--- config.mk ---
export PLATFORM = sky130hd
export DESIGN_NAME = rect_fill_with_dirty_list_core
export DESIGN_NICKNAME = d
export VERILOG_FILES = /design/src/rtl/core/rfd_pkg.sv /design/src/rtl/core/rfd_dirty_list.sv /design/src/rtl/core/rect_fill_with_dirty_list_core.sv
export SDC_FILE = /design/constraint.sdc
export NUM_CORES = 1
export LEC_CHECK = 0
export BUFFER_PORTS_ARGS = -buffer_cell sky130_fd_sc_hd__buf_2
export CAP_MARGIN = 5
export CORE_UTILIZATION = 29
export CTS_CLUSTER_DIAMETER = 50
export DETAILED_ROUTE_END_ITERATION = 10
export MAX_ROUTING_LAYER = met4
export SLEW_MARGIN = 30
export SYNTH_ARGS = -nofsm -noshare
export SYNTH_HDL_FRONTEND = slang
export SYNTH_SLANG_ARGS = --single-unit
export TNS_END_PERCENT = 30
--- constraint.sdc ---
create_clock -name clk -period 7.36 [get_ports clk]
set_clock_uncertainty 0.2 [all_clocks]
set_input_delay 0.368 -clock clk [delete_from_list [all_inputs] [get_ports clk]]
set_output_delay 0.368 -clock clk [all_outputs]
set_load 0.02 [all_outputs]
--- src/rtl/core/rfd_pkg.sv ---
// Package for the rectangle fill engine with dirty list.
// Opcodes, result kinds, status codes, register indexes and shared types.
// No dependencies.
`default_nettype none

package rfd_pkg;

  localparam logic [1:0] OP_START = 2'd0;
  localparam logic [1:0] OP_TICK  = 2'd1;
  localparam logic [1:0] OP_FLUSH = 2'd2;
  localparam logic [1:0] OP_READ  = 2'd3;

  localparam logic [1:0] KIND_PIXEL  = 2'd0;
  localparam logic [1:0] KIND_STATUS = 2'd1;
  localparam logic [1:0] KIND_ENTRY  = 2'd2;

  localparam logic [2:0] ST_OK        = 3'd0;
  localparam logic [2:0] ST_BAD_RECT  = 3'd1;
  localparam logic [2:0] ST_BUSY      = 3'd2;
  localparam logic [2:0] ST_IDLE_TICK = 3'd3;
  localparam logic [2:0] ST_BAD_INDEX = 3'd4;

  localparam logic REG_SCREEN_W = 1'b0;
  localparam logic REG_SCREEN_H = 1'b1;

  localparam logic [12:0] SCREEN_W_RESET = 13'd1024;
  localparam logic [12:0] SCREEN_H_RESET = 13'd768;

  typedef struct packed {
    logic [1:0]  opcode;
    logic [15:0] rect_left;
    logic [15:0] rect_top;
    logic [15:0] rect_width;
    logic [15:0] rect_height;
    logic [31:0] fill_color;
    logic [3:0]  entry_index;
  } in_item_t;

  typedef struct packed {
    logic push;
    logic flush;
    logic rd;
  } list_ctl_t;

endpackage

`default_nettype wire

--- src/rtl/core/rfd_dirty_list.sv ---
// Dirty rectangle list: entry memory, fill count and registered readout.
// Depends on rfd_pkg for the list control struct.
`default_nettype none

module rfd_dirty_list #(
  parameter int MAX_RECTS = 16,
  parameter int ENT_W     = 52
) (
  input  wire logic                                          clk,
  input  wire logic                                          rst_n,
  input  wire rfd_pkg::list_ctl_t                            ctl,
  input  wire logic [ENT_W-1:0]                              wr_data,
  input  wire logic [((MAX_RECTS > 1) ? $clog2(MAX_RECTS) : 1)-1:0] rd_addr,
  output logic      [$clog2(MAX_RECTS+1)-1:0]                count,
  output logic                                               full,
  output logic      [ENT_W-1:0]                              rd_data
);

  localparam int CntW    = $clog2(MAX_RECTS + 1);
  localparam int RdAddrW = (MAX_RECTS > 1) ? $clog2(MAX_RECTS) : 1;

  logic [ENT_W-1:0] mem [MAX_RECTS];
  logic [CntW-1:0]  count_r;
  logic [CntW-1:0]  count_nxt;
  logic [ENT_W-1:0] rd_data_r;

  assign full = (count_r >= CntW'(MAX_RECTS));

  always_comb begin
    count_nxt = count_r;
    if (ctl.flush) begin
      count_nxt = '0;
    end else if (ctl.push && !full) begin
      count_nxt = count_r + CntW'(1);
    end
  end

  always_ff @(posedge clk) begin
    if (!rst_n) begin
      count_r <= '0;
    end else begin
      count_r <= count_nxt;
    end
  end

  always_ff @(posedge clk) begin
    if (ctl.push && !full) begin
      mem[RdAddrW'(count_r)] <= wr_data;
    end
    if (ctl.rd) begin
      rd_data_r <= mem[rd_addr];
    end
  end

  assign count   = count_r;
  assign rd_data = rd_data_r;

endmodule

`default_nettype wire

--- src/rtl/core/rect_fill_with_dirty_list_core.sv ---
// Rectangle fill engine with clipping and a dirty rectangle list (top level).
// Depends on rfd_pkg and rfd_dirty_list.
`default_nettype none

// One command or tick enters per cycle while the input is not stalled. It passes an input
// register, which holds the transfer, then the result register; the clip, pixel-step and
// list logic sits between them, and dirty list readouts come from a registered memory read
// taken on the same edge as the result register. The input stalls only while both the input
// and result registers hold transfers and the output is stalled. Each tick during a fill
// yields one pixel write, so W x H clipped pixels take W*H ticks, one per cycle without stalls.
module rect_fill_with_dirty_list_core #(
  parameter int MAX_RECTS  = 16,
  parameter int MAX_SCREEN = 4096
) (
  input  wire logic        clk,
  input  wire logic        rst_n,
  input  wire logic        cfg_wr_en,
  input  wire logic [0:0]  cfg_index,
  input  wire logic [12:0] cfg_wdata,
  input  wire logic        in_valid,
  output logic             in_stall,
  input  wire logic [1:0]  in_opcode,
  input  wire logic [15:0] in_rect_left,
  input  wire logic [15:0] in_rect_top,
  input  wire logic [15:0] in_rect_width,
  input  wire logic [15:0] in_rect_height,
  input  wire logic [31:0] in_fill_color,
  input  wire logic [3:0]  in_entry_index,
  output logic             out_valid,
  input  wire logic        out_stall,
  output logic [1:0]       out_kind,
  output logic [2:0]       out_status,
  output logic [11:0]      out_x,
  output logic [11:0]      out_y,
  output logic [12:0]      out_width,
  output logic [12:0]      out_height,
  output logic [31:0]      out_color,
  output logic             out_last_pixel,
  output logic             out_dirty_kept,
  output logic [4:0]       out_dirty_total
);

  localparam int DimW    = $clog2(MAX_SCREEN + 1);
  localparam int CfgW    = (DimW > 13) ? DimW : 13;
  localparam int ReqW    = ((DimW > 16) ? DimW : 16) + 1;
  localparam int EntW    = 4 * DimW;
  localparam int CntW    = $clog2(MAX_RECTS + 1);
  localparam int RdAddrW = (MAX_RECTS > 1) ? $clog2(MAX_RECTS) : 1;
  localparam int IdxW    = (CntW > 4) ? CntW : 4;

  logic [12:0] scr_w_r;
  logic [12:0] scr_h_r;

  rfd_pkg::in_item_t s1_r;
  logic              s1_v_r;
  logic              s1_v_nxt;
  logic              move;
  logic              accept;

  logic             busy_r,   busy_nxt;
  logic [DimW-1:0]  org_x_r,  org_x_nxt;
  logic [DimW-1:0]  org_y_r,  org_y_nxt;
  logic [DimW-1:0]  clip_w_r, clip_w_nxt;
  logic [DimW-1:0]  clip_h_r, clip_h_nxt;
  logic [DimW-1:0]  col_r,    col_nxt;
  logic [DimW-1:0]  row_r,    row_nxt;
  logic [31:0]      pen_r,    pen_nxt;

  logic        s2_v_r,      s2_v_nxt;
  logic [1:0]  s2_kind_r,   s2_kind_nxt;
  logic [2:0]  s2_status_r, s2_status_nxt;
  logic [11:0] s2_x_r,      s2_x_nxt;
  logic [11:0] s2_y_r,      s2_y_nxt;
  logic [31:0] s2_color_r,  s2_color_nxt;
  logic        s2_last_r,   s2_last_nxt;
  logic        s2_kept_r,   s2_kept_nxt;
  logic        s2_rd_r,     s2_rd_nxt;

  logic [DimW-1:0] scr_w;
  logic [DimW-1:0] scr_h;
  logic [ReqW-1:0] req_x;
  logic [ReqW-1:0] req_y;
  logic [ReqW-1:0] req_w;
  logic [ReqW-1:0] req_h;
  logic            bad_rect;
  logic [DimW-1:0] fit_w;
  logic [DimW-1:0] fit_h;
  logic [DimW-1:0] px;
  logic [DimW-1:0] py;
  logic            last_row;
  logic            last_col;
  logic            rd_ok;

  rfd_pkg::list_ctl_t list_ctl;
  logic [EntW-1:0]    list_wr_data;
  logic [CntW-1:0]    list_count;
  logic               list_full;
  logic [EntW-1:0]    list_rd_data;

  // Configuration
  always_ff @(posedge clk) begin
    if (!rst_n) begin
      scr_w_r <= rfd_pkg::SCREEN_W_RESET;
      scr_h_r <= rfd_pkg::SCREEN_H_RESET;
    end else if (cfg_wr_en) begin
      case (cfg_index[0])
        rfd_pkg::REG_SCREEN_W: scr_w_r <= cfg_wdata;
        rfd_pkg::REG_SCREEN_H: scr_h_r <= cfg_wdata;
        default: ;
      endcase
    end
  end

  // Handshake
  assign move     = s1_v_r && (!s2_v_r || !out_stall);
  assign in_stall = s1_v_r && s2_v_r && out_stall;
  assign accept   = in_valid && !in_stall;
  assign s1_v_nxt = accept || (s1_v_r && !move);

  always_ff @(posedge clk) begin
    if (!rst_n) begin
      s1_v_r <= 1'b0;
    end else begin
      s1_v_r <= s1_v_nxt;
    end
  end

  always_ff @(posedge clk) begin
    if (accept) begin
      s1_r <= '{opcode:      in_opcode,
                rect_left:   in_rect_left,
                rect_top:    in_rect_top,
                rect_width:  in_rect_width,
                rect_height: in_rect_height,
                fill_color:  in_fill_color,
                entry_index: in_entry_index};
    end
  end

  // Clip and step datapath
  assign scr_w = (CfgW'(scr_w_r) > CfgW'(MAX_SCREEN)) ? DimW'(MAX_SCREEN) : DimW'(scr_w_r);
  assign scr_h = (CfgW'(scr_h_r) > CfgW'(MAX_SCREEN)) ? DimW'(MAX_SCREEN) : DimW'(scr_h_r);

  assign req_x = ReqW'(s1_r.rect_left);
  assign req_y = ReqW'(s1_r.rect_top);
  assign req_w = ReqW'(s1_r.rect_width);
  assign req_h = ReqW'(s1_r.rect_height);

  assign bad_rect = (s1_r.rect_width == '0) || (s1_r.rect_height == '0) ||
                    (req_x >= ReqW'(scr_w)) || (req_y >= ReqW'(scr_h));

  assign fit_w = (req_x + req_w > ReqW'(scr_w)) ? (scr_w - DimW'(s1_r.rect_left))
                                                : DimW'(s1_r.rect_width);
  assign fit_h = (req_y + req_h > ReqW'(scr_h)) ? (scr_h - DimW'(s1_r.rect_top))
                                                : DimW'(s1_r.rect_height);

  assign px       = org_x_r + col_r;
  assign py       = org_y_r + row_r;
  assign last_row = ((DimW + 1)'(row_r) + (DimW + 1)'(1)) >= (DimW + 1)'(clip_h_r);
  assign last_col = ((DimW + 1)'(col_r) + (DimW + 1)'(1)) >= (DimW + 1)'(clip_w_r);

  assign rd_ok = (IdxW'(s1_r.entry_index) < IdxW'(list_count)) &&
                 (IdxW'(s1_r.entry_index) < IdxW'(MAX_RECTS));

  always_comb begin
    busy_nxt      = busy_r;
    org_x_nxt     = org_x_r;
    org_y_nxt     = org_y_r;
    clip_w_nxt    = clip_w_r;
    clip_h_nxt    = clip_h_r;
    col_nxt       = col_r;
    row_nxt       = row_r;
    pen_nxt       = pen_r;
    list_ctl      = '0;
    s2_kind_nxt   = s2_kind_r;
    s2_status_nxt = s2_status_r;
    s2_x_nxt      = s2_x_r;
    s2_y_nxt      = s2_y_r;
    s2_color_nxt  = s2_color_r;
    s2_last_nxt   = s2_last_r;
    s2_kept_nxt   = s2_kept_r;
    s2_rd_nxt     = s2_rd_r;
    if (move) begin
      s2_kind_nxt   = rfd_pkg::KIND_STATUS;
      s2_status_nxt = rfd_pkg::ST_OK;
      s2_x_nxt      = '0;
      s2_y_nxt      = '0;
      s2_color_nxt  = '0;
      s2_last_nxt   = 1'b0;
      s2_kept_nxt   = 1'b0;
      s2_rd_nxt     = 1'b0;
      case (s1_r.opcode)
        rfd_pkg::OP_START: begin
          if (bad_rect) begin
            s2_status_nxt = rfd_pkg::ST_BAD_RECT;
          end else if (busy_r) begin
            s2_status_nxt = rfd_pkg::ST_BUSY;
          end else begin
            busy_nxt   = 1'b1;
            org_x_nxt  = DimW'(s1_r.rect_left);
            org_y_nxt  = DimW'(s1_r.rect_top);
            clip_w_nxt = fit_w;
            clip_h_nxt = fit_h;
            col_nxt    = '0;
            row_nxt    = '0;
            pen_nxt    = s1_r.fill_color;
          end
        end
        rfd_pkg::OP_TICK: begin
          if (!busy_r) begin
            s2_status_nxt = rfd_pkg::ST_IDLE_TICK;
          end else begin
            s2_kind_nxt  = rfd_pkg::KIND_PIXEL;
            s2_x_nxt     = 12'(px);
            s2_y_nxt     = 12'(py);
            s2_color_nxt = pen_r;
            if (last_row && last_col) begin
              busy_nxt      = 1'b0;
              col_nxt       = '0;
              row_nxt       = '0;
              list_ctl.push = 1'b1;
              s2_last_nxt   = 1'b1;
              s2_kept_nxt   = !list_full;
            end else if (last_row) begin
              row_nxt = '0;
              col_nxt = col_r + DimW'(1);
            end else begin
              row_nxt = row_r + DimW'(1);
            end
          end
        end
        rfd_pkg::OP_FLUSH: begin
          list_ctl.flush = 1'b1;
        end
        rfd_pkg::OP_READ: begin
          if (rd_ok) begin
            list_ctl.rd = 1'b1;
            s2_kind_nxt = rfd_pkg::KIND_ENTRY;
            s2_rd_nxt   = 1'b1;
          end else begin
            s2_status_nxt = rfd_pkg::ST_BAD_INDEX;
          end
        end
        default: ;
      endcase
    end
  end

  assign list_wr_data = {org_x_r, org_y_r, clip_w_r, clip_h_r};

  rfd_dirty_list #(
    .MAX_RECTS (MAX_RECTS),
    .ENT_W     (EntW)
  ) u_list (
    .clk     (clk),
    .rst_n   (rst_n),
    .ctl     (list_ctl),
    .wr_data (list_wr_data),
    .rd_addr (RdAddrW'(s1_r.entry_index)),
    .count   (list_count),
    .full    (list_full),
    .rd_data (list_rd_data)
  );

  assign s2_v_nxt = move || (s2_v_r && out_stall);

  always_ff @(posedge clk) begin
    if (!rst_n) begin
      busy_r   <= 1'b0;
      org_x_r  <= '0;
      org_y_r  <= '0;
      clip_w_r <= '0;
      clip_h_r <= '0;
      col_r    <= '0;
      row_r    <= '0;
      pen_r    <= '0;
      s2_v_r   <= 1'b0;
    end else begin
      busy_r   <= busy_nxt;
      org_x_r  <= org_x_nxt;
      org_y_r  <= org_y_nxt;
      clip_w_r <= clip_w_nxt;
      clip_h_r <= clip_h_nxt;
      col_r    <= col_nxt;
      row_r    <= row_nxt;
      pen_r    <= pen_nxt;
      s2_v_r   <= s2_v_nxt;
    end
  end

  always_ff @(posedge clk) begin
    s2_kind_r   <= s2_kind_nxt;
    s2_status_r <= s2_status_nxt;
    s2_x_r      <= s2_x_nxt;
    s2_y_r      <= s2_y_nxt;
    s2_color_r  <= s2_color_nxt;
    s2_last_r   <= s2_last_nxt;
    s2_kept_r   <= s2_kept_nxt;
    s2_rd_r     <= s2_rd_nxt;
  end

  // Result outputs; entry fields come straight from the registered memory read
  assign out_valid       = s2_v_r;
  assign out_kind        = s2_kind_r;
  assign out_status      = s2_status_r;
  assign out_x           = s2_rd_r ? 12'(list_rd_data[4*DimW-1:3*DimW]) : s2_x_r;
  assign out_y           = s2_rd_r ? 12'(list_rd_data[3*DimW-1:2*DimW]) : s2_y_r;
  assign out_width       = s2_rd_r ? 13'(list_rd_data[2*DimW-1:DimW]) : 13'd0;
  assign out_height      = s2_rd_r ? 13'(list_rd_data[DimW-1:0]) : 13'd0;
  assign out_color       = s2_color_r;
  assign out_last_pixel  = s2_last_r;
  assign out_dirty_kept  = s2_kept_r;
  assign out_dirty_total = 5'(list_count);

`ifndef SYNTHESIS
  a_count_bound: assert property (@(posedge clk) disable iff (!rst_n)
    list_count <= CntW'(MAX_RECTS))
    else $error("dirty list count above capacity");

  a_busy_size: assert property (@(posedge clk) disable iff (!rst_n)
    busy_r |-> (clip_w_r != '0) && (clip_h_r != '0))
    else $error("busy with an empty clipped rectangle");

  a_last_idles: assert property (@(posedge clk) disable iff (!rst_n)
    (move && s1_r.opcode == rfd_pkg::OP_TICK && busy_r && last_row && last_col)
      |=> !busy_r && out_last_pixel)
    else $error("final pixel did not end the fill");

  a_last_kind: assert property (@(posedge clk) disable iff (!rst_n)
    (out_valid && out_last_pixel) |-> out_kind == rfd_pkg::KIND_PIXEL)
    else $error("last pixel flag on a non-pixel result");
`endif

endmodule

`default_nettype wire
# == Yosys cells after proc, flatten, opt, wreduce, memory -nomap -nowiden ==
# Memories as Yosys holds them, arrays and structs flattened. A register that Yosys moved wholly into a read port is not among the register bits.
# Cells that the tools add are included.
# word_totals
reg_bits,310
mem_bits_rw,832
input_bits,121
output_inout_bits,96
elab_cells,132
n_memories,1
# classes
n_addsub,11
n_lt_le_gt_ge,10
eq_ne,7
muxes,39
bitwise,4
reduce_logical,32
# mem_list
name,depth,width,read_ports,rd_clocked_by_memory_dff,write_ports,line,rtl
u_list.mem,16,52,1,1,1,rfd_dirty_list.sv:22,logic [ENT_W-1:0] mem [MAX_RECTS];
# op_table
operator,count
$mux W13,14
$pmux W13 S2,2
$add A16 B16 Y17,2
$gt A17 B13 Y1,2
$ge A16 B13 Y1,2
$logic_not A16 Y1,2
$add A13 B1 Y14 const B,2
$ge A14 B13 Y1,2
$add A13 B1 Y13 const B,2
$gt A13 B13 Y1 const B,2
$sub A13 B13 Y13,2
$add A12 B12 Y12,2
$mux W12,2
$mux W1,12
$pmux W3 S3,1
$logic_and A1 B1 Y1,8
$mux W2,4
$logic_or A1 B1 Y1,6
$mux W3,2
$ne A2 B2 Y1 const B,3
$reduce_and A2 Y1,3
$reduce_and A3 Y1,2
$reduce_and A6 Y1,1
$add A5 B1 Y5 const B,1
14 further kinds,22

# == Logic depth before layout (Yosys ltp) ==
# Gate-level depths: netlist of run 1.
# logic_depth
word_depth,10
mapped_depth,21
ltp_nobuf,20

# == By module ==
# Synthesis of run 1 repeated with hierarchy kept, for this count alone.
# unflattened
cells_unflattened,3156
area_unflattened_um2,50265.7
# by_module_without_submodules
mod,n_inst,cells_per_inst,area_each_um2,seq_area_each_um2
rfd_dirty_list,1,1371,33026.7,26645.6
rect_fill_with_dirty_list_core,1,1785,17239.0,7767.4

# == Worst setup path before layout of run 1 ==
# No wires, ideal clock.
# synth_path
kind,register to register
start,reg s2_v_r (netlist: out_valid)
end,mem u_list.mem[10][0] (enable)
setup_time_ns,0.519
t_arrival_ns,6.460
t_required_ns,6.641
path_slack_ns,0.181
stages_incl_launch_ff,11
n_path_buf,1
period_less_slack_ns,7.179
cell_sequence,dfxtp_1 -> nand2_1 -> nand2_1 -> inv_1 -> nand2_1 -> nor2_1 -> and3_1 -> and2_1 -> buf_2 -> nand2_1 -> nor3_1
# synth_via
elab_chain_len,7
# synth_lines
item,line,rtl
from (decl),rect_fill_with_dirty_list_core.sv:69,"logic s2_v_r, s2_v_nxt;"
from (signal assigned),rect_fill_with_dirty_list_core.sv:287,s2_v_r <= s2_v_nxt;
$logic_not A1 Y1,rect_fill_with_dirty_list_core.sv:115,assign move = s1_v_r && (!s2_v_r || !out_stall);
$logic_or A1 B1 Y1,rect_fill_with_dirty_list_core.sv:115,
$logic_and A1 B1 Y1,rect_fill_with_dirty_list_core.sv:115,
named net move,rect_fill_with_dirty_list_core.sv:57,logic move;
$mux W3,rect_fill_with_dirty_list_core.sv:183,if (move) begin
$logic_and A1 B1 Y1,rfd_dirty_list.sv:47,if (ctl.push && !full) begin
$mux W1,rfd_dirty_list.sv:47,
$mux W1 (implied by the code),rfd_dirty_list.sv:48,mem[RdAddrW'(count_r)] <= wr_data;
to (decl),rfd_dirty_list.sv:22,
# The timed path passes the listed nets, and every way through them passes these cells.

# == Final worst setup path of run 1 ==
# layout_path
start,reg col_r[0]
end,mem u_list.mem[5][12] (enable)
# layout_via
elab_chain_len,10
# layout_lines
item,line,rtl
from (decl),rect_fill_with_dirty_list_core.sv:65,"logic [DimW-1:0] col_r, col_nxt;"
from (signal assigned),rect_fill_with_dirty_list_core.sv:284,col_r <= col_nxt;
$add A13 B1 Y14,rect_fill_with_dirty_list_core.sv:160,assign last_col = ((DimW + 1)'(col_r) + (DimW + 1)'(1)) >= (DimW + 1)'(clip_w_r);
$ge A14 B13 Y1,rect_fill_with_dirty_list_core.sv:160,
$logic_and A1 B1 Y1,rect_fill_with_dirty_list_core.sv:217,if (last_row && last_col) begin
$mux W1,rect_fill_with_dirty_list_core.sv:217,
$mux W1,rect_fill_with_dirty_list_core.sv:210,if (!busy_r) begin
$mux W1,--,
$mux W3,rect_fill_with_dirty_list_core.sv:183,
$logic_and A1 B1 Y1,rfd_dirty_list.sv:47,
$mux W1,rfd_dirty_list.sv:47,
$mux W1 (implied by the code),rfd_dirty_list.sv:48,
# No other way between the ends.

==> summary.txt, run 1 <==
Status
  • Status: complete, no violations

Place
  • Gpl congestion: 0.856
  • Detail Placement HPWL: 80.0 mm
  • Cells after DPL: ~5300
  • PortBufs: around 220

Setup path
  • Required @ worst endpoint: 7.57 ns
  • Crit path from: col_r[0]
  • Critical Path AT: 5.46 ns
  • FF-to-FF Start: col_r[0]
  • Crit start category: flip-flop
  • CP Capture Type: flip-flop
  • Reg2reg path depth: 13
  • Worst Path Max Fanout: 30
  • WS Path Type: flip-flop to flip-flop

STA
  • Fmax: 190 MHz
  • Unrepaired setup endpoints after global routing: false
  • Worst relative slew slack: 0.319
  • Setup_tns: 0 ns
  • Fin crit period: roughly 5.3 ns
  • Final-report max-slew violation count: 0
  • Worst-Margin Slew: about 1.0 ns
  • Final Hold Fails: 0
  • Final setup vio count: 0
  • Fin crit share: 0.714

Floorplanning
  • Core ar.: approximately 170000 um^2
  • I/O Pins: between 200 and 250
  • Die H: roughly 410 um
  • # rows: 150
  • Die area: 170000 um^2
  • Starting Density: 0.292
  • Die Wd: 413 um

Logic synthesis
  • FF+latch count, synth: 1158
  • Seq/Total Area, Yosys: 0.681
  • Top-area cell type share of the netlist area: 0.623
  • Most frequent cell after synthesis: edfxtp_1
  • Largest area contributor in the netlist: edfxtp_1
  • Mean Syn Cell Area: 16.5 um^2
  • Post-synthesis cell type count: 81
  • Post-synth top flop: edfxtp_1
  • Area contributors post-synth: edfxtp_1 (62%), mux4_2 (12%), dfxtp_1 (5.8%)
  • Yosys warnings: 0
  • Mapped Area: between 40000 and 50000 um^2
  • Post-synth EDFFs: 1016
  • Synthesized net count: roughly 3300
  • Cell count after synthesis: 2971
  • Top cells by count, synth: edfxtp_1 (1016), mux4_2 (250), nand2_1 (221)
  • Fraction of registers with async set or reset after synthesis: 0

Detailed routing
  • Remaining antenna violation count: 0
  • Total Routed Length: 129 mm
  • Routed vias/inst: 4.91
  • WL per Instance: 22.6 um
  • Pre-antenna DRT Iters: 5
  • Iter 0 DRT Violations: 2611
  • Post-route DRC: 0
  • DR vias: 27931

CTS
  • Total CTS buffers: 137
  • H-tree depth: 4
  • Max Buffers Root-to-Sink: 3
  • CTS Root Cell: clkbuf_16
  • PostCTS Resize Cnt: 0
  • Clk sinks: about 1200
  • Clock Pin Slew Worst Setup and Hold Paths: around 0.06 ns
  • CTS tree: yes
  • Clock Latency Late Sink: 0.77 ns

Global routing
  • First-pass GRT wire length: around 190 mm
  • Number of global-route vias before repair: 28044
  • Largest net degree at the start of global routing: between 100 and 150
  • GRT Overall Usage: 0.155
  • Total grt overflow: 0
  • Initial antenna violation count: 10

Final layout
  • Final nets: 3671
  • Fin cells: 5692
  • Fraction of layout cells with a size suffix above 1: 0.230
  • Synth-to-Final Area Change: 20.0%
  • Filler cell count: between 15000 and 20000

Pwr
  • Total Power: 14.7 mW
  • VDD IR max: 0.211 mV
  • P per Cell Area: about 250 nW/um^2
  • Leakage: 20.2 nW

Hold path
  • Hold Startpoint: rst_n
  • Worst hold path type: input port to flip-flop
  • Worst Hold Depth: 4

Run
  • Max-Cap Viols: 0
per-layer routing:
metal	vias up	global-route usage	part of all wire
li1	12438	-	-
met1	14347	0.211	0.44
met2	976	0.231	0.46
met3	170	0.0368	0.080
met4	0	0.0431	0.021
met5	-	-	0
layout by cell type, fill, tap and decap left out, drive strengths merged, types with 13 or more instances in the layout:
cell type	n
clkinv	42
buf	265
xor2	26
xnor2	42
mux2i	40
nand2	221
nor2b	22
nand3	36
o21a	20
nand4	17
nor2	115
nand2b	15
nor3	67
mux2	25
clkbuf	175
a21o	35
dfxtp	142
a21oi	148
and2	34
edfxtp	1016
o21ai	72
and3	62
a211oi	13
dlygate4sd3	134
ha	166
mux4	250
inv	135
power breakdown:
part / leakage [nW] / switching, mW / internal (mW) / total, mW
clock network: 2.19 / 2.76 / 3.94 / 6.70
registers: 10.4 / 0.0494 / 7.13 / 7.17
logic: 7.67 / 0.453 / 0.380 / 0.833
total: 20.2 / 3.26 / 11.4 / 14.7
worst paths after layout:
check                            to  slack [ns]
setup / recovery  u_list.mem[5][12]        2.11
hold / removal            col_r[12]        0.06
setup reg to reg  u_list.mem[5][12]        2.11
hold reg to reg           pen_r[28]        0.24
critical path, stage by stage, from the launching register on:
cell      delay (ns)
dfxtp_1         0.46
ha_1            0.31
nand3_1         0.23
or2_2           0.41
nor2_1          0.14
xor2_1          0.09
ha_1            0.30
nand4_1         0.09
o311ai_1        0.80
and2_1          0.40
nand2_1         0.23
nor3_2          0.15
buf_4           0.56
buf_4           0.48
layout make-up:
class / instances / area [um^2] / area share
Antenna cell: 3 / 7.51 / 0.000128
Clock buffer: 175 / 3750 / 0.0638
Clock inverter: 71 / 763 / 0.0130
Inverter: 119 / 449 / 0.00765
Multi-Input combinational cell: 1563 / 14800 / 0.252
Sequential cell: 1158 / 33400 / 0.568
Tap cell: 2204 / 2760 / 0.0469
Timing Repair Buffer: 399 / 2880 / 0.0491
stage by stage:
stage	util	instance area, um^2	hold slack (ns)	setup slack [ns]
after floorplan	-	49000	0.227	0.181
after global placement	0.315	52800	0.235	2.11
after detailed placement	0.316	52900	0.242	2.17
after CTS	0.351	58700	0.00169	2.19
after global routing	0.351	58700	0.0704	1.70
final	0.351	58700	0.0636	2.11
state kept, by name (all words and copies together) (netlist names), 5 cells and up:
name / count
u_list.mem: 800
s1_r: 38
s2_y_r: 12
clip_w_r: 13
req_w: 16
col_r: 13
row_r: 13
org_y_r: 12
pen_r: 32
req_x: 16
org_x_r: 12
scr_w_r: 13
req_y: 16
scr_h_r: 13
u_list.rd_data: 50
u_list.count: 5
req_h: 16
s2_x_r: 12
clip_h_r: 13
out_color: 32
cells by family after synthesis:
logic type	after synthesis	share of synthesized area
buffers and inverters	250	0.0199
AND/OR/NAND/NOR	633	0.0632
adder cells (fa/ha/maj)	172	0.0449
AO/OA/AOI/OAI	375	0.0495
multiplexers	315	0.129
XOR/XNOR	68	0.0122
flip-flops	1158	0.681
what timing repair did:
item	in CTS	in global routing
endpoints found under the hold margin	134	0
buffers inserted	0	0
hold buffers	134	0
Power figures use the tool's default switching activity.
==> run 2, diff against run 1 <==
==> constraint.sdc (replaced) <==
create_clock -name clk -period 5.4 [get_ports clk]
set_clock_uncertainty 0.2 [all_clocks]
set_input_delay 0.27 -clock clk [delete_from_list [all_inputs] [get_ports clk]]
set_output_delay 0.27 -clock clk [all_outputs]
set_load 0.02 [all_outputs]
==> summary.txt, run 2 (same netlist as run 1, synthesis figures left out) <==
Status
  • Status: complete, no violations

Setup path
  • Worst-path cell chain: ha_1, inv_1, fa_1, nor2b_1, o31a_1, nor4_2, o21bai_1, a21o_1, a21oi_1, xnor2_1, ha_1, a21o_1, a21o_1, a21oi_1, nand2b_1, o21ai_0, nor4b_1, o2111ai_2, buf_4, mux2_2, a21oi_1
  • Crit start category: flip-flop
  • WS Path Type: flip-flop to flip-flop
  • Top delay family on crit path: compound AO/OA/AOI/OAI gates
  • Crit path buf inv count: 2 (unchanged)
  • Worst Path Max Fanout: 11 (-63%)
  • Largest stage delay, worst path: 0.44 ns (-0.36 ns)
  • Required @ worst endpoint: 5.90 ns (-1.67 ns)
  • Critical Path AT: 5.45 ns (about the same)
  • Slowest stage cell, crit path: edfxtp_1
  • CP Capture Type: flip-flop
  • Crit path from: req_y[0]
  • FF-to-FF Start: req_y[0]

Final layout
  • Most common cell after layout, fill and taps aside: edfxtp_1
  • Most frequent cells in the layout: edfxtp_1 (1016), mux4_2 (250), nand2_1 (221)
  • Largest register FFs: 800 (unchanged)
  • Final Cell Area: 60000 um^2 (+2.1%)
  • Synth-to-Final Area Change: 22.5%
  • Final nets: 3783 (+3.1%)
  • Multi-input gate area: 14800 um^2 (+0.35%)
  • Fin cells: 5802 (+1.9%)
  • Reg area: 33400 um^2 (about the same)
  • Fraction of layout cells with a size suffix above 1: 0.234 (+0.00324)
  • Filler cell count: 15673 (-0.90%)
  • Most flop-heavy register: u_list.mem

Detailed routing
  • Pre-antenna DRT Iters: 5 (unchanged)
  • Iter 0 DRT Violations: 2568 (-1.6%)
  • Post-route DRC: 0 (unchanged)
  • WL per Instance: 22.4 um (-1.2%)
  • Total Routed Length: 130 mm (+0.74%)
  • Routed vias/inst: 4.88 (-0.48%)
  • Remaining antenna violation count: 0 (unchanged)
  • DR vias: 28335 (+1.4%)

Pwr
  • VDD IR max: 0.300 mV (+43%)
  • Leakage: 20.7 nW (+2.5%)
  • P per Cell Area: 336 nW/um^2 (+34%)

Place
  • Cells after DPL: 5344 (+0.66%)
  • Gpl congestion: 0.844 (-1.4%)
  • Area post-placement: 53400 um^2 (+0.95%)
  • Pre-CTS WS: 0.504 ns (-1.66 ns)
  • PortBufs: 216 (unchanged)
  • Detail Placement HPWL: 81.5 mm (+1.9%)

CTS
  • CTS tree: yes
  • Clock Pin Slew Worst Setup and Hold Paths: 0.06 ns (about the same)
  • H-tree depth: 4 (unchanged)
  • Clock Latency Late Sink: 0.78 ns (about the same)
  • Total CTS buffers: 140 (+2.2%)
  • PostCTS Resize Cnt: 0 (unchanged)
  • Clk sinks: 1158 (unchanged)
  • CTS hold repair buffers: 208 (+55%)
  • Max Buffers Root-to-Sink: 3 (unchanged)
  • CTS Root Cell: clkbuf_16
  • Setup bufs post-CTS: 0 (unchanged)

Run
  • Max-Cap Viols: 0 (unchanged)

Hold path
  • Hold Startpoint: in_fill_color[26]
  • Worst hold path type: input port to flip-flop

Floorplanning
  • # rows: 150 (unchanged)
  • Die Wd: 413 um (unchanged)
  • Die area: 170000 um^2 (unchanged)
  • Starting Density: 0.292 (unchanged)
  • Die H: 413 um (unchanged)
  • I/O Pins: 217 (unchanged)
  • Core ar.: 167000 um^2 (unchanged)

STA
  • Unrepaired setup endpoints after global routing: false
  • Setup ws final: 0.448 ns (-1.66 ns)
  • Setup_tns: 0 ns (unchanged)
  • Final Hold Fails: 0 (unchanged)
  • Final-report max-slew violation count: 0 (unchanged)
  • Fin crit period: 4.95 ns (-0.301 ns)
  • Worst Hold Slack: 0.0399 ns (-0.0237 ns)
  • Worst relative slew slack: 0.381 (+0.0627)
  • Fin crit share: 0.917 (+0.203)
  • Worst-Margin Slew: 0.927 ns (-0.0940 ns)
  • Fmax: 202 MHz (+6.1%)
  • Final setup vio count: 0 (unchanged)

Global routing
  • GRT Overall Usage: 0.156 (+0.000770)
  • Initial antenna violation count: 14 (+4)
  • Total grt overflow: 0 (unchanged)
  • Number of global-route vias before repair: 28366 (+1.1%)
  • First-pass GRT wire length: 189 mm (+0.55%)
  • Largest net degree at the start of global routing: 98 (-27%)
run 2: through the flow:
| step | util | total power [mW] |
|---|---|---|
| 2_1_floorplan | - | 10.7 |
| 3_3_place_gp | 0.319 | 11.0 |
| 3_5_place_dp | 0.319 | 11.0 |
| 4_1_cts | 0.358 | 20.3 |
| 5_1_grt | 0.358 | 20.8 |
| 6_report | 0.358 | 20.1 |
run 2: worst paths after layout:
kind / end / slack [ns] / depth (start not counted)
hold / removal: s1_r[30] / 0.04 / 2
setup / recovery: clip_h_r[1] / 0.45 / 21
setup reg to reg: clip_h_r[1] / 0.45 / 21
hold reg to reg: pen_r[18] / 0.24 / 2
run 2: cell type report:
class,count,share of cell area
Clock inverter,85,0.0143
Timing Repair Buffer,508,0.0678
Multi-Input combinational cell,1563,0.247
Clock buffer,162,0.0607
Inverter,119,0.00749
Sequential cell,1158,0.556
Antenna cell,3,0.000125
Tap cell,2204,0.0460
run 2: worst reg2reg max path, cell delays in order (launching register included):
cell and delay (ns):
edfxtp_1 0.44, ha_1 0.27, inv_1 0.08, fa_1 0.20, nor2b_1 0.07, o31a_1 0.28, nor4_2 0.30, o21bai_1 0.17
a21o_1 0.20, a21oi_1 0.16, xnor2_1 0.15, ha_1 0.27, a21o_1 0.18, a21o_1 0.18, a21oi_1 0.18, nand2b_1 0.08
o21ai_0 0.15, nor4b_1 0.32, o2111ai_2 0.31, buf_4 0.29, mux2_2 0.29, a21oi_1 0.13
run 2: where the power goes:
group / switching [mW] / internal [mW]
combinational: 0.631 / 0.557
clock: 3.82 / 5.33
sequential: 0.0712 / 9.71
total: 4.52 / 15.6
run 2: routing by layer:
layer	GRT usage	vias to the layer above	routed length (um)
met5	-	-	0
met4	0.0466	0	2710
met3	0.0286	177	9310
met2	0.233	962	59400
met1	0.215	14527	58500
li1	-	12669	-
